--- src/rtl/iff_pkg.sv ---
`default_nettype none

package iff_pkg;

  // default cap on emitted characters per request
  localparam int MAX_FIELD_DEF = 64;

  // digit buffer depth (decimal needs at most 10, hex 8)
  localparam int DIG_DEPTH = 16;

  // conversion codes
  localparam logic [2:0] CMD_CHAR = 3'd0;
  localparam logic [2:0] CMD_SDEC = 3'd1;
  localparam logic [2:0] CMD_UDEC = 3'd2;
  localparam logic [2:0] CMD_LHEX = 3'd3;
  localparam logic [2:0] CMD_UHEX = 3'd4;

  // sign modes for non-negative signed decimal
  localparam logic [1:0] SIGN_PLUS  = 2'd1;
  localparam logic [1:0] SIGN_SPACE = 2'd2;

  // character codes
  localparam logic [7:0] CH_ZERO  = 8'h30;
  localparam logic [7:0] CH_SPACE = 8'h20;
  localparam logic [7:0] CH_MINUS = 8'h2D;
  localparam logic [7:0] CH_PLUS  = 8'h2B;
  localparam logic [7:0] CH_LX    = 8'h78;
  localparam logic [7:0] CH_UX    = 8'h58;
  localparam logic [7:0] CH_UA    = 8'h41;
  localparam logic [7:0] CH_LA    = 8'h61;

  // floor(x / 10) == (x * RECIP_TEN) >> 35 for every 32-bit x
  localparam logic [31:0] RECIP_TEN = 32'hCCCCCCCD;

  typedef enum logic [2:0] {
    ST_IDLE,
    ST_PREP,
    ST_MUL,
    ST_DIG,
    ST_SIZE,
    ST_EMIT,
    ST_NONE
  } state_t;

  // controller to datapath
  typedef struct packed {
    logic load;
    logic mul;
    logic dig;
    logic size;
    logic emit;
    logic empty;
  } ctrl_cmd_t;

  // datapath to controller
  typedef struct packed {
    logic need_digits;
    logic q_zero;
    logic total_zero;
    logic emit_last;
  } ctrl_stat_t;

  // one hex or decimal digit as a character
  function automatic logic [7:0] digit_char(input logic [3:0] d, input logic upper);
    if (d < 4'd10) begin
      return CH_ZERO + {4'h0, d};
    end
    return (upper ? CH_UA : CH_LA) + {4'h0, d} - 8'd10;
  endfunction

endpackage

`default_nettype wire

--- src/rtl/iff_ctrl.sv ---
`default_nettype none

module iff_ctrl (
  input  logic               clk,
  input  logic               rst,
  input  logic               start,
  input  iff_pkg::ctrl_stat_t stat,
  output logic               busy,
  output iff_pkg::ctrl_cmd_t  ctl
);
  import iff_pkg::*;

  state_t state, state_next;

  // state register
  always_ff @(posedge clk) begin
    if (rst) begin
      state <= ST_IDLE;
    end else begin
      state <= state_next;
    end
  end

  // next state and commands
  always_comb begin
    state_next = state;
    ctl        = '0;
    unique case (state)
      ST_IDLE: begin
        if (start) begin
          ctl.load   = 1'b1;
          state_next = ST_PREP;
        end
      end
      ST_PREP: begin
        state_next = stat.need_digits ? ST_MUL : ST_SIZE;
      end
      ST_MUL: begin
        ctl.mul    = 1'b1;
        state_next = ST_DIG;
      end
      ST_DIG: begin
        ctl.dig    = 1'b1;
        state_next = stat.q_zero ? ST_SIZE : ST_MUL;
      end
      ST_SIZE: begin
        ctl.size   = 1'b1;
        state_next = stat.total_zero ? ST_NONE : ST_EMIT;
      end
      ST_EMIT: begin
        ctl.emit = 1'b1;
        if (stat.emit_last) begin
          state_next = ST_IDLE;
        end
      end
      ST_NONE: begin
        ctl.empty  = 1'b1;
        state_next = ST_IDLE;
      end
      default: begin
        state_next = ST_IDLE;
      end
    endcase
  end

  assign busy = (state != ST_IDLE);

endmodule

`default_nettype wire

--- src/rtl/iff_datapath.sv ---
`default_nettype none

module iff_datapath #(
  parameter int MAX_FIELD = iff_pkg::MAX_FIELD_DEF
) (
  input  logic                clk,
  input  logic                rst,
  input  iff_pkg::ctrl_cmd_t  ctl,
  output iff_pkg::ctrl_stat_t stat,
  input  logic [2:0]          cmd,
  input  logic [31:0]         value,
  input  logic [6:0]          field_width,
  input  logic [5:0]          precision_digits,
  input  logic                has_precision,
  input  logic                left_justify,
  input  logic                zero_pad,
  input  logic [1:0]          sign_mode,
  input  logic                alt_prefix,
  output logic                strobe,
  output logic [7:0]          out_char,
  output logic                char_valid,
  output logic                last,
  output logic [6:0]          total_length
);
  import iff_pkg::*;

  localparam logic [7:0] MAX_LEN = 8'(MAX_FIELD);

  // request registers
  logic [2:0]  cmd_r;
  logic [7:0]  byte_r;
  logic        val_zero_r;
  logic [6:0]  fw_r;
  logic [5:0]  prec_r;
  logic        hasp_r;
  logic        left_r;
  logic        zpad_r;
  logic        upper_r;
  logic        hex_r;
  logic [1:0]  plen_r;
  logic [7:0]  pre_ch_r;

  // digit extraction
  logic [31:0] mag;
  logic [31:0] quo;
  logic [3:0]  digs [DIG_DEPTH];
  logic [4:0]  ndig;
  logic [63:0] prod;
  logic [31:0] rem;
  logic [3:0]  digit;

  // emission counters
  logic [6:0]  lb_cnt;
  logic [6:0]  tb_cnt;
  logic [6:0]  z_cnt;
  logic [1:0]  p_cnt;
  logic [4:0]  d_cnt;
  logic [6:0]  emit_cnt;
  logic [6:0]  total_r;

  // sign or prefix of the incoming request
  logic [1:0]  pre_len_in;
  logic [7:0]  pre_ch_in;

  always_comb begin
    pre_len_in = 2'd0;
    pre_ch_in  = CH_SPACE;
    case (cmd) inside
      CMD_SDEC: begin
        if (value[31]) begin
          pre_len_in = 2'd1;
          pre_ch_in  = CH_MINUS;
        end else if (sign_mode == SIGN_PLUS) begin
          pre_len_in = 2'd1;
          pre_ch_in  = CH_PLUS;
        end else if (sign_mode == SIGN_SPACE) begin
          pre_len_in = 2'd1;
          pre_ch_in  = CH_SPACE;
        end
      end
      CMD_LHEX, CMD_UHEX: begin
        if (alt_prefix) begin
          pre_len_in = 2'd2;
          pre_ch_in  = (cmd == CMD_UHEX) ? CH_UX : CH_LX;
        end
      end
      default: begin
        pre_len_in = 2'd0;
      end
    endcase
  end

  logic is_num;
  logic is_char;

  assign is_num  = (cmd_r == CMD_SDEC) || (cmd_r == CMD_UDEC) ||
                   (cmd_r == CMD_LHEX) || (cmd_r == CMD_UHEX);
  assign is_char = (cmd_r == CMD_CHAR);

  // divide by ten through the reciprocal; remainder from q*10 by shifts
  assign prod  = {32'd0, mag} * {32'd0, RECIP_TEN};
  assign rem   = mag - {quo[28:0], 3'b000} - {quo[30:0], 1'b0};
  assign digit = hex_r ? mag[3:0] : rem[3:0];

  // field layout
  logic [7:0] ndig8, prec8, fw8, plen8;
  logic [7:0] zprec, core, zfill, body, body_sel, blanks, total_raw, total_clip;

  always_comb begin
    ndig8 = {3'b000, ndig};
    prec8 = {2'b00, prec_r};
    fw8   = {1'b0, fw_r};
    plen8 = {6'd0, plen_r};
    zprec = (hasp_r && prec8 > ndig8) ? prec8 - ndig8 : 8'd0;
    core  = ndig8 + zprec;
    zfill = (zpad_r && fw8 >= plen8 && (fw8 - plen8) > core) ? fw8 - plen8 - core : 8'd0;
    body  = plen8 + zfill + core;
    if (is_char) begin
      body_sel = 8'd1;
      blanks   = (fw8 > 8'd1) ? fw8 - 8'd1 : 8'd0;
    end else if (is_num) begin
      body_sel = body;
      blanks   = (!zpad_r && fw8 > body) ? fw8 - body : 8'd0;
    end else begin
      body_sel = 8'd0;
      blanks   = 8'd0;
    end
    total_raw  = blanks + body_sel;
    total_clip = (total_raw > MAX_LEN) ? MAX_LEN : total_raw;
  end

  // character selection: lead blanks, prefix, zeros, digits, trail blanks
  logic [4:0] d_idx;
  logic [7:0] emit_ch;

  assign d_idx = d_cnt - 5'd1;

  always_comb begin
    if (lb_cnt != 7'd0) begin
      emit_ch = CH_SPACE;
    end else if (p_cnt == 2'd2) begin
      emit_ch = CH_ZERO;
    end else if (p_cnt == 2'd1) begin
      emit_ch = pre_ch_r;
    end else if (z_cnt != 7'd0) begin
      emit_ch = CH_ZERO;
    end else if (d_cnt != 5'd0) begin
      emit_ch = is_char ? byte_r : digit_char(digs[d_idx[3:0]], upper_r);
    end else begin
      emit_ch = CH_SPACE;
    end
  end

  // status to controller
  always_comb begin
    stat.need_digits = is_num && !(val_zero_r && hasp_r && prec_r == 6'd0);
    stat.q_zero      = (quo == 32'd0);
    stat.total_zero  = (total_raw == 8'd0);
    stat.emit_last   = (({1'b0, emit_cnt} + 8'd1) == {1'b0, total_r});
  end

  // request capture, digit extraction and counters
  always_ff @(posedge clk) begin
    if (ctl.load) begin
      cmd_r      <= cmd;
      byte_r     <= value[7:0];
      val_zero_r <= (value == 32'd0);
      fw_r       <= field_width;
      prec_r     <= precision_digits;
      hasp_r     <= has_precision;
      left_r     <= left_justify;
      zpad_r     <= zero_pad;
      upper_r    <= (cmd == CMD_UHEX);
      hex_r      <= (cmd == CMD_LHEX) || (cmd == CMD_UHEX);
      plen_r     <= pre_len_in;
      pre_ch_r   <= pre_ch_in;
      mag        <= (cmd == CMD_SDEC && value[31]) ? 32'd0 - value : value;
      ndig       <= 5'd0;
    end
    if (ctl.mul) begin
      quo <= hex_r ? {4'd0, mag[31:4]} : {3'd0, prod[63:35]};
    end
    if (ctl.dig) begin
      digs[ndig[3:0]] <= digit;
      ndig            <= ndig + 5'd1;
      mag             <= quo;
    end
    if (ctl.size) begin
      lb_cnt   <= left_r ? 7'd0 : blanks[6:0];
      tb_cnt   <= left_r ? blanks[6:0] : 7'd0;
      p_cnt    <= is_num ? plen_r : 2'd0;
      z_cnt    <= is_num ? 7'(zfill + zprec) : 7'd0;
      d_cnt    <= is_char ? 5'd1 : ndig;
      total_r  <= total_clip[6:0];
      emit_cnt <= 7'd0;
    end
    if (ctl.emit) begin
      emit_cnt <= emit_cnt + 7'd1;
      if (lb_cnt != 7'd0) begin
        lb_cnt <= lb_cnt - 7'd1;
      end else if (p_cnt != 2'd0) begin
        p_cnt <= p_cnt - 2'd1;
      end else if (z_cnt != 7'd0) begin
        z_cnt <= z_cnt - 7'd1;
      end else if (d_cnt != 5'd0) begin
        d_cnt <= d_cnt - 5'd1;
      end else if (tb_cnt != 7'd0) begin
        tb_cnt <= tb_cnt - 7'd1;
      end
    end
  end

  // result register
  always_ff @(posedge clk) begin
    if (rst) begin
      strobe <= 1'b0;
    end else begin
      strobe <= ctl.emit || ctl.empty;
    end
  end

  always_ff @(posedge clk) begin
    if (ctl.emit || ctl.empty) begin
      out_char     <= ctl.empty ? 8'd0 : emit_ch;
      char_valid   <= ctl.emit;
      last         <= ctl.empty || stat.emit_last;
      total_length <= ctl.empty ? 7'd0 : total_r;
    end
  end

`ifndef NO_ASSERTIONS
  a_len_cap: assert property (@(posedge clk) disable iff (rst)
    strobe |-> ({1'b0, total_length} <= MAX_LEN))
    else $error("result length above cap");

  a_empty_form: assert property (@(posedge clk) disable iff (rst)
    strobe && !char_valid |-> last && total_length == 7'd0)
    else $error("empty result not marked last with zero length");

  a_burst: assert property (@(posedge clk) disable iff (rst)
    strobe && !last |=> strobe)
    else $error("gap inside a result burst");

  a_digit_cnt: assert property (@(posedge clk) disable iff (rst)
    ctl.size |-> ndig <= 5'd10)
    else $error("too many digits extracted");
`endif

endmodule

`default_nettype wire

--- src/rtl/integer_field_formatter.sv ---
// Flow: a taken request is registered, then each of its D digits passes a multiply
//   and a digit state (D: decimal up to 10, hex up to 8; 0 for a character
//   conversion), digits coming from one divide unit; then the field is sized.
// Throughput: one character per cycle, set by the emit counter; none taken while busy.
// Reset (rst, synchronous) returns the controller to idle and drops strobe.
// The receiver cannot stall: each result shows for exactly one strobe cycle.
`default_nettype none

module integer_field_formatter #(
  parameter int MAX_FIELD = iff_pkg::MAX_FIELD_DEF
) (
  input  logic        clk,
  input  logic        rst,
  input  logic        start,
  output logic        busy,
  input  logic [2:0]  cmd,
  input  logic [31:0] value,
  input  logic [6:0]  field_width,
  input  logic [5:0]  precision_digits,
  input  logic        has_precision,
  input  logic        left_justify,
  input  logic        zero_pad,
  input  logic [1:0]  sign_mode,
  input  logic        alt_prefix,
  output logic        strobe,
  output logic [7:0]  out_char,
  output logic        char_valid,
  output logic        last,
  output logic [6:0]  total_length
);
  import iff_pkg::*;

  ctrl_cmd_t  ctl;
  ctrl_stat_t stat;

  iff_ctrl u_ctrl (
    .clk   (clk),
    .rst   (rst),
    .start (start),
    .stat  (stat),
    .busy  (busy),
    .ctl   (ctl)
  );

  iff_datapath #(
    .MAX_FIELD (MAX_FIELD)
  ) u_datapath (
    .clk              (clk),
    .rst              (rst),
    .ctl              (ctl),
    .stat             (stat),
    .cmd              (cmd),
    .value            (value),
    .field_width      (field_width),
    .precision_digits (precision_digits),
    .has_precision    (has_precision),
    .left_justify     (left_justify),
    .zero_pad         (zero_pad),
    .sign_mode        (sign_mode),
    .alt_prefix       (alt_prefix),
    .strobe           (strobe),
    .out_char         (out_char),
    .char_valid       (char_valid),
    .last             (last),
    .total_length     (total_length)
  );

endmodule

`default_nettype wire

--- config.mk ---
export PLATFORM = sky130hd
export DESIGN_NAME = integer_field_formatter
export DESIGN_NICKNAME = d
export VERILOG_FILES = /design/src/rtl/iff_pkg.sv /design/src/rtl/iff_ctrl.sv /design/src/rtl/iff_datapath.sv /design/src/rtl/integer_field_formatter.sv
export SDC_FILE = /design/constraint.sdc
export NUM_CORES = 2
export LEC_CHECK = 0
export BUFFER_PORTS_ARGS = -buffer_cell sky130_fd_sc_hd__buf_2
export CELL_PAD_IN_SITES_DETAIL_PLACEMENT = 1
export CELL_PAD_IN_SITES_GLOBAL_PLACEMENT = 1
export CORE_MARGIN = 1.5
export CORE_UTILIZATION = 55
export DETAILED_ROUTE_END_ITERATION = 6
export HOLD_SLACK_MARGIN = 0.05
export PLACE_DENSITY_LB_ADDON = 0.1
export SLEW_MARGIN = 20
export SYNTH_ARGS = -nofsm -noshare
export SYNTH_HDL_FRONTEND = slang
export SYNTH_SLANG_ARGS = --single-unit
--- constraint.sdc ---
create_clock -name clk -period 16.55 [get_ports clk]
set_input_delay 2.4825 -clock clk [delete_from_list [all_inputs] [get_ports clk]]
set_output_delay 2.4825 -clock clk [all_outputs]
set_load 0.05 [all_outputs]
==> impl_metrics.csv <==
group,metric,value,unit
sta,rsz0062_at_grt,"no",
synth,synth_seq_area_share,22.2,%
routing,drt_iter0_markers,1031,
min_path,holdCritPathClass,"reg -> reg",
die,rows,84,
routing,vias,20800,
sta,slew-limit-headroom,20.3,%
layout,syn_to_final_growth,7.24,%
sta,setup_viol,0,
layout,final_util,59.5,%
clock_tree,cts_root_buffer,"clkbuf_16",
min_path,hold_depth,2,
synth,yosysMostFrequentCell,"inv_1",
critical_path,cp-start-kind,"flop",
routing,wirelength,88.8,mm
synth,synth_seq_cells,223,
flow_run,max_cap_viol_count,0,
global_routing,grt_pass1_vias,23600,
sta,setup-tns-final,0,ns
die,die_h,233,um
placement,dp_hpwl,75.8,mm
die,ios,76,
routing,avgViaCountPerCell,5.78,
critical_path,endpoint_kind,"flop",
synth,synth_top_cell_by_area,"fa_1",
layout,seqCellArea,0.00645,mm^2
synth,async_flop_share,0,%
min_path,hold_end,"u_datapath.lb_cnt[3]",
synth,synth_cells,2809,
critical_path,cp.required,16.91,ns
critical_path,cpMostUsedCell,"ha_1",
synth,ys_warn_count,0,
sta,holdWs,0.523,ns
routing,first_pass_iters,5,
layout,nFillCells,5776,
synth,synth_top_area_share,29.2,%
global_routing,grt_pass1_wl,137,mm
global_routing,grt_max_degree,65,
placement,port_buffers,75,
critical_path,regToRegStartpoint,"u_datapath.ndig[2]",
critical_path,critical-path-slowest-cell,"edfxtp_1",
critical_path,reg2reg_to,"u_datapath.total_r[4]",
sta,fin_crit_sh,66.5,%
critical_path,max_stage_delay,0.59,ns
synth,synth_nets,3689,
clock_tree,cts_htree_levels,1,
routing,ant_nets,0,
clock_tree,clk_pin_slew_worst_paths,0.07,ns
synth,ys_types,70,
global_routing,grt.total_usage,34.0,%
clock_tree,tritoncts.num_buffers,25,
clock_tree,cts.path.max_buffers,3,
clock_tree,clk-insertion-delay-late,0.54,ns
global_routing,antenna_found_initial,1,
sta,timing.fmax,0.0909,GHz
sta,slew_viol_final,0,
critical_path,critPathMaxFanout,12,
clock_tree,cts_setup_buffers,0,
sta,worstMarginPinSlew,1.19,ns
critical_path,criticalPathCategory,"reg -> reg",
layout,layout-drive-gt1-share,5.96,%
min_path,min_from,"u_datapath.lb_cnt[3]",
outcome,status,"complete, no violations",
die,core-area,0.0523,mm^2
sta,hold_viol,0,
synth,synth_edf_count,198,
sta,min_period,11.00,ns
die,dieArea,0.0542,mm^2
global_routing,overflow,0,
routing,drt-wirelength-per-cell,24.7,um
clock_tree,post_cts_resized,0,
synth,ys.flop_type,"edfxtp_1",
sta,clock_skew,0.0160,ns
synth,ys_top_cells_by_area,"fa_1 (29%), edfxtp_1 (20%), ha_1 (17%)",
clock_tree,holdBufCountCts,0,
clock_tree,clock-sinks,223,
die,start_util,55.5,%
critical_path,worst_r2r_path_depth,41,
critical_path,worstPathArrival,11.36,ns
clock_tree,cts_tree,"built",
layout,fin_nets,3766,
synth,syn_avg_cell_area,10.3,um^2
routing,route.detailed.drc,0,
synth,synthTopCellsByCount,"inv_1 (698), fa_1 (423), ha_1 (400)",
critical_path,regToRegSetupSlack,5.55,ns
die,die_x,233,um
synth,synth.cell_area,0.0290,mm^2
placement,gp_congestion,0.953,
layout,multiInputGateArea,0.0199,mm^2
[critical path: cells and delay by family, from the launching register on]
| kind | cells | cell delay (ns) |
|---|---|---|
| xor gates and xnor gates | 4 | 0.81 |
| AOI/OAI and AO/OA | 14 | 3.19 |
| and+or+nand+nor | 11 | 2.24 |
| DFF | 1 | 0.59 |
| buffers and inverters | 2 | 0.27 |
| adders and majority gates | 10 | 3.72 |
[registers in the layout, indices dropped and copies added, names as in the netlist, 8 cells and up]
register             cells
u_datapath.quo          29
u_datapath.mag          32
u_datapath.digs         64
u_datapath.byte_r        8
u_datapath.out_char      8
[layout make-up]
class                   instances  share of cell area (%)
clock buffers                  28                    2.11
clock inverters                17                   0.619
well taps                     688                    2.76
inverters                     699                    8.43
multi-input cells            1847                    63.7
repair buffers                 90                    1.61
flip-flops and latches        223                    20.7
diodes                          3                  0.0241
[cells by family (layout without fill, tap and decap cells)]
group / Yosys count / count (layout) / synth area share (%)
multiplexers: 23 / 23 / 1.66
XOR/XNOR: 125 / 125 / 3.77
buffers and inverters: 739 / 834 / 9.59
adder cells (fa/ha/maj): 824 / 824 / 46.4
flip-flops: 223 / 223 / 22.2
AND/OR/NAND/NOR: 478 / 478 / 7.95
AO/OA/AOI/OAI: 397 / 397 / 8.40
other: 0 / 3 / 0
[metrics by stage]
stage          instance area, um^2  worst slack [ns]  instances
6_report                     31100              5.55       3595
5_1_grt                      31100              4.50       3592
4_1_cts                      31100              5.60       3591
3_5_place_dp                 30200              5.69       3546
3_3_place_gp                 30200              6.00       3546
2_1_floorplan                29000              7.23       2809
[worst max-delay path by stage]
stage / startpoint / endpoint / slack (ns) / cells past startpoint
3_5_place_dp: u_datapath.ndig[2] / u_datapath.total_r[0] / 5.69 / 41
5_1_grt: u_datapath.ndig[2] / u_datapath.total_r[4] / 4.50 / 41
2_1_floorplan: u_datapath.ndig[2] / u_datapath.total_r[5] / 7.23 / 44
3_3_place_gp: u_datapath.ndig[2] / u_datapath.total_r[2] / 6.00 / 42
6_report: u_datapath.ndig[2] / u_datapath.total_r[4] / 5.55 / 41
4_1_cts: u_datapath.ndig[2] / u_datapath.total_r[4] / 5.60 / 41
[cells in the final DEF, fill, tap and decap left out, types with 22 or more instances in the layout]
cell,netlist,layout
ha_1,400,400
and2_1,31,30
xor2_1,56,55
a21o_1,36,36
o21ai_0,127,126
nor3_1,34,33
nand3_1,32,32
edfxtp_1,198,198
buf_2,2,75
nand2_1,149,149
nor2_1,112,111
a21oi_1,104,104
nand4_1,22,22
inv_1,698,698
clkbuf_16,0,25
fa_1,423,423
dfxtp_1,25,25
xnor2_1,69,69
[per-layer routing]
layer	global-route usage, %	part of all wire, %	up-vias
li1	-	-	9312
met1	42.5	40	10700
met2	60.9	51	617
met3	3.91	5.2	173
met4	11.7	3.6	0
met5	0	0	-
Power is left out: the tool's default activity adds up to more than one toggle a clock period on the data nets, which glitch-free logic cannot reach.
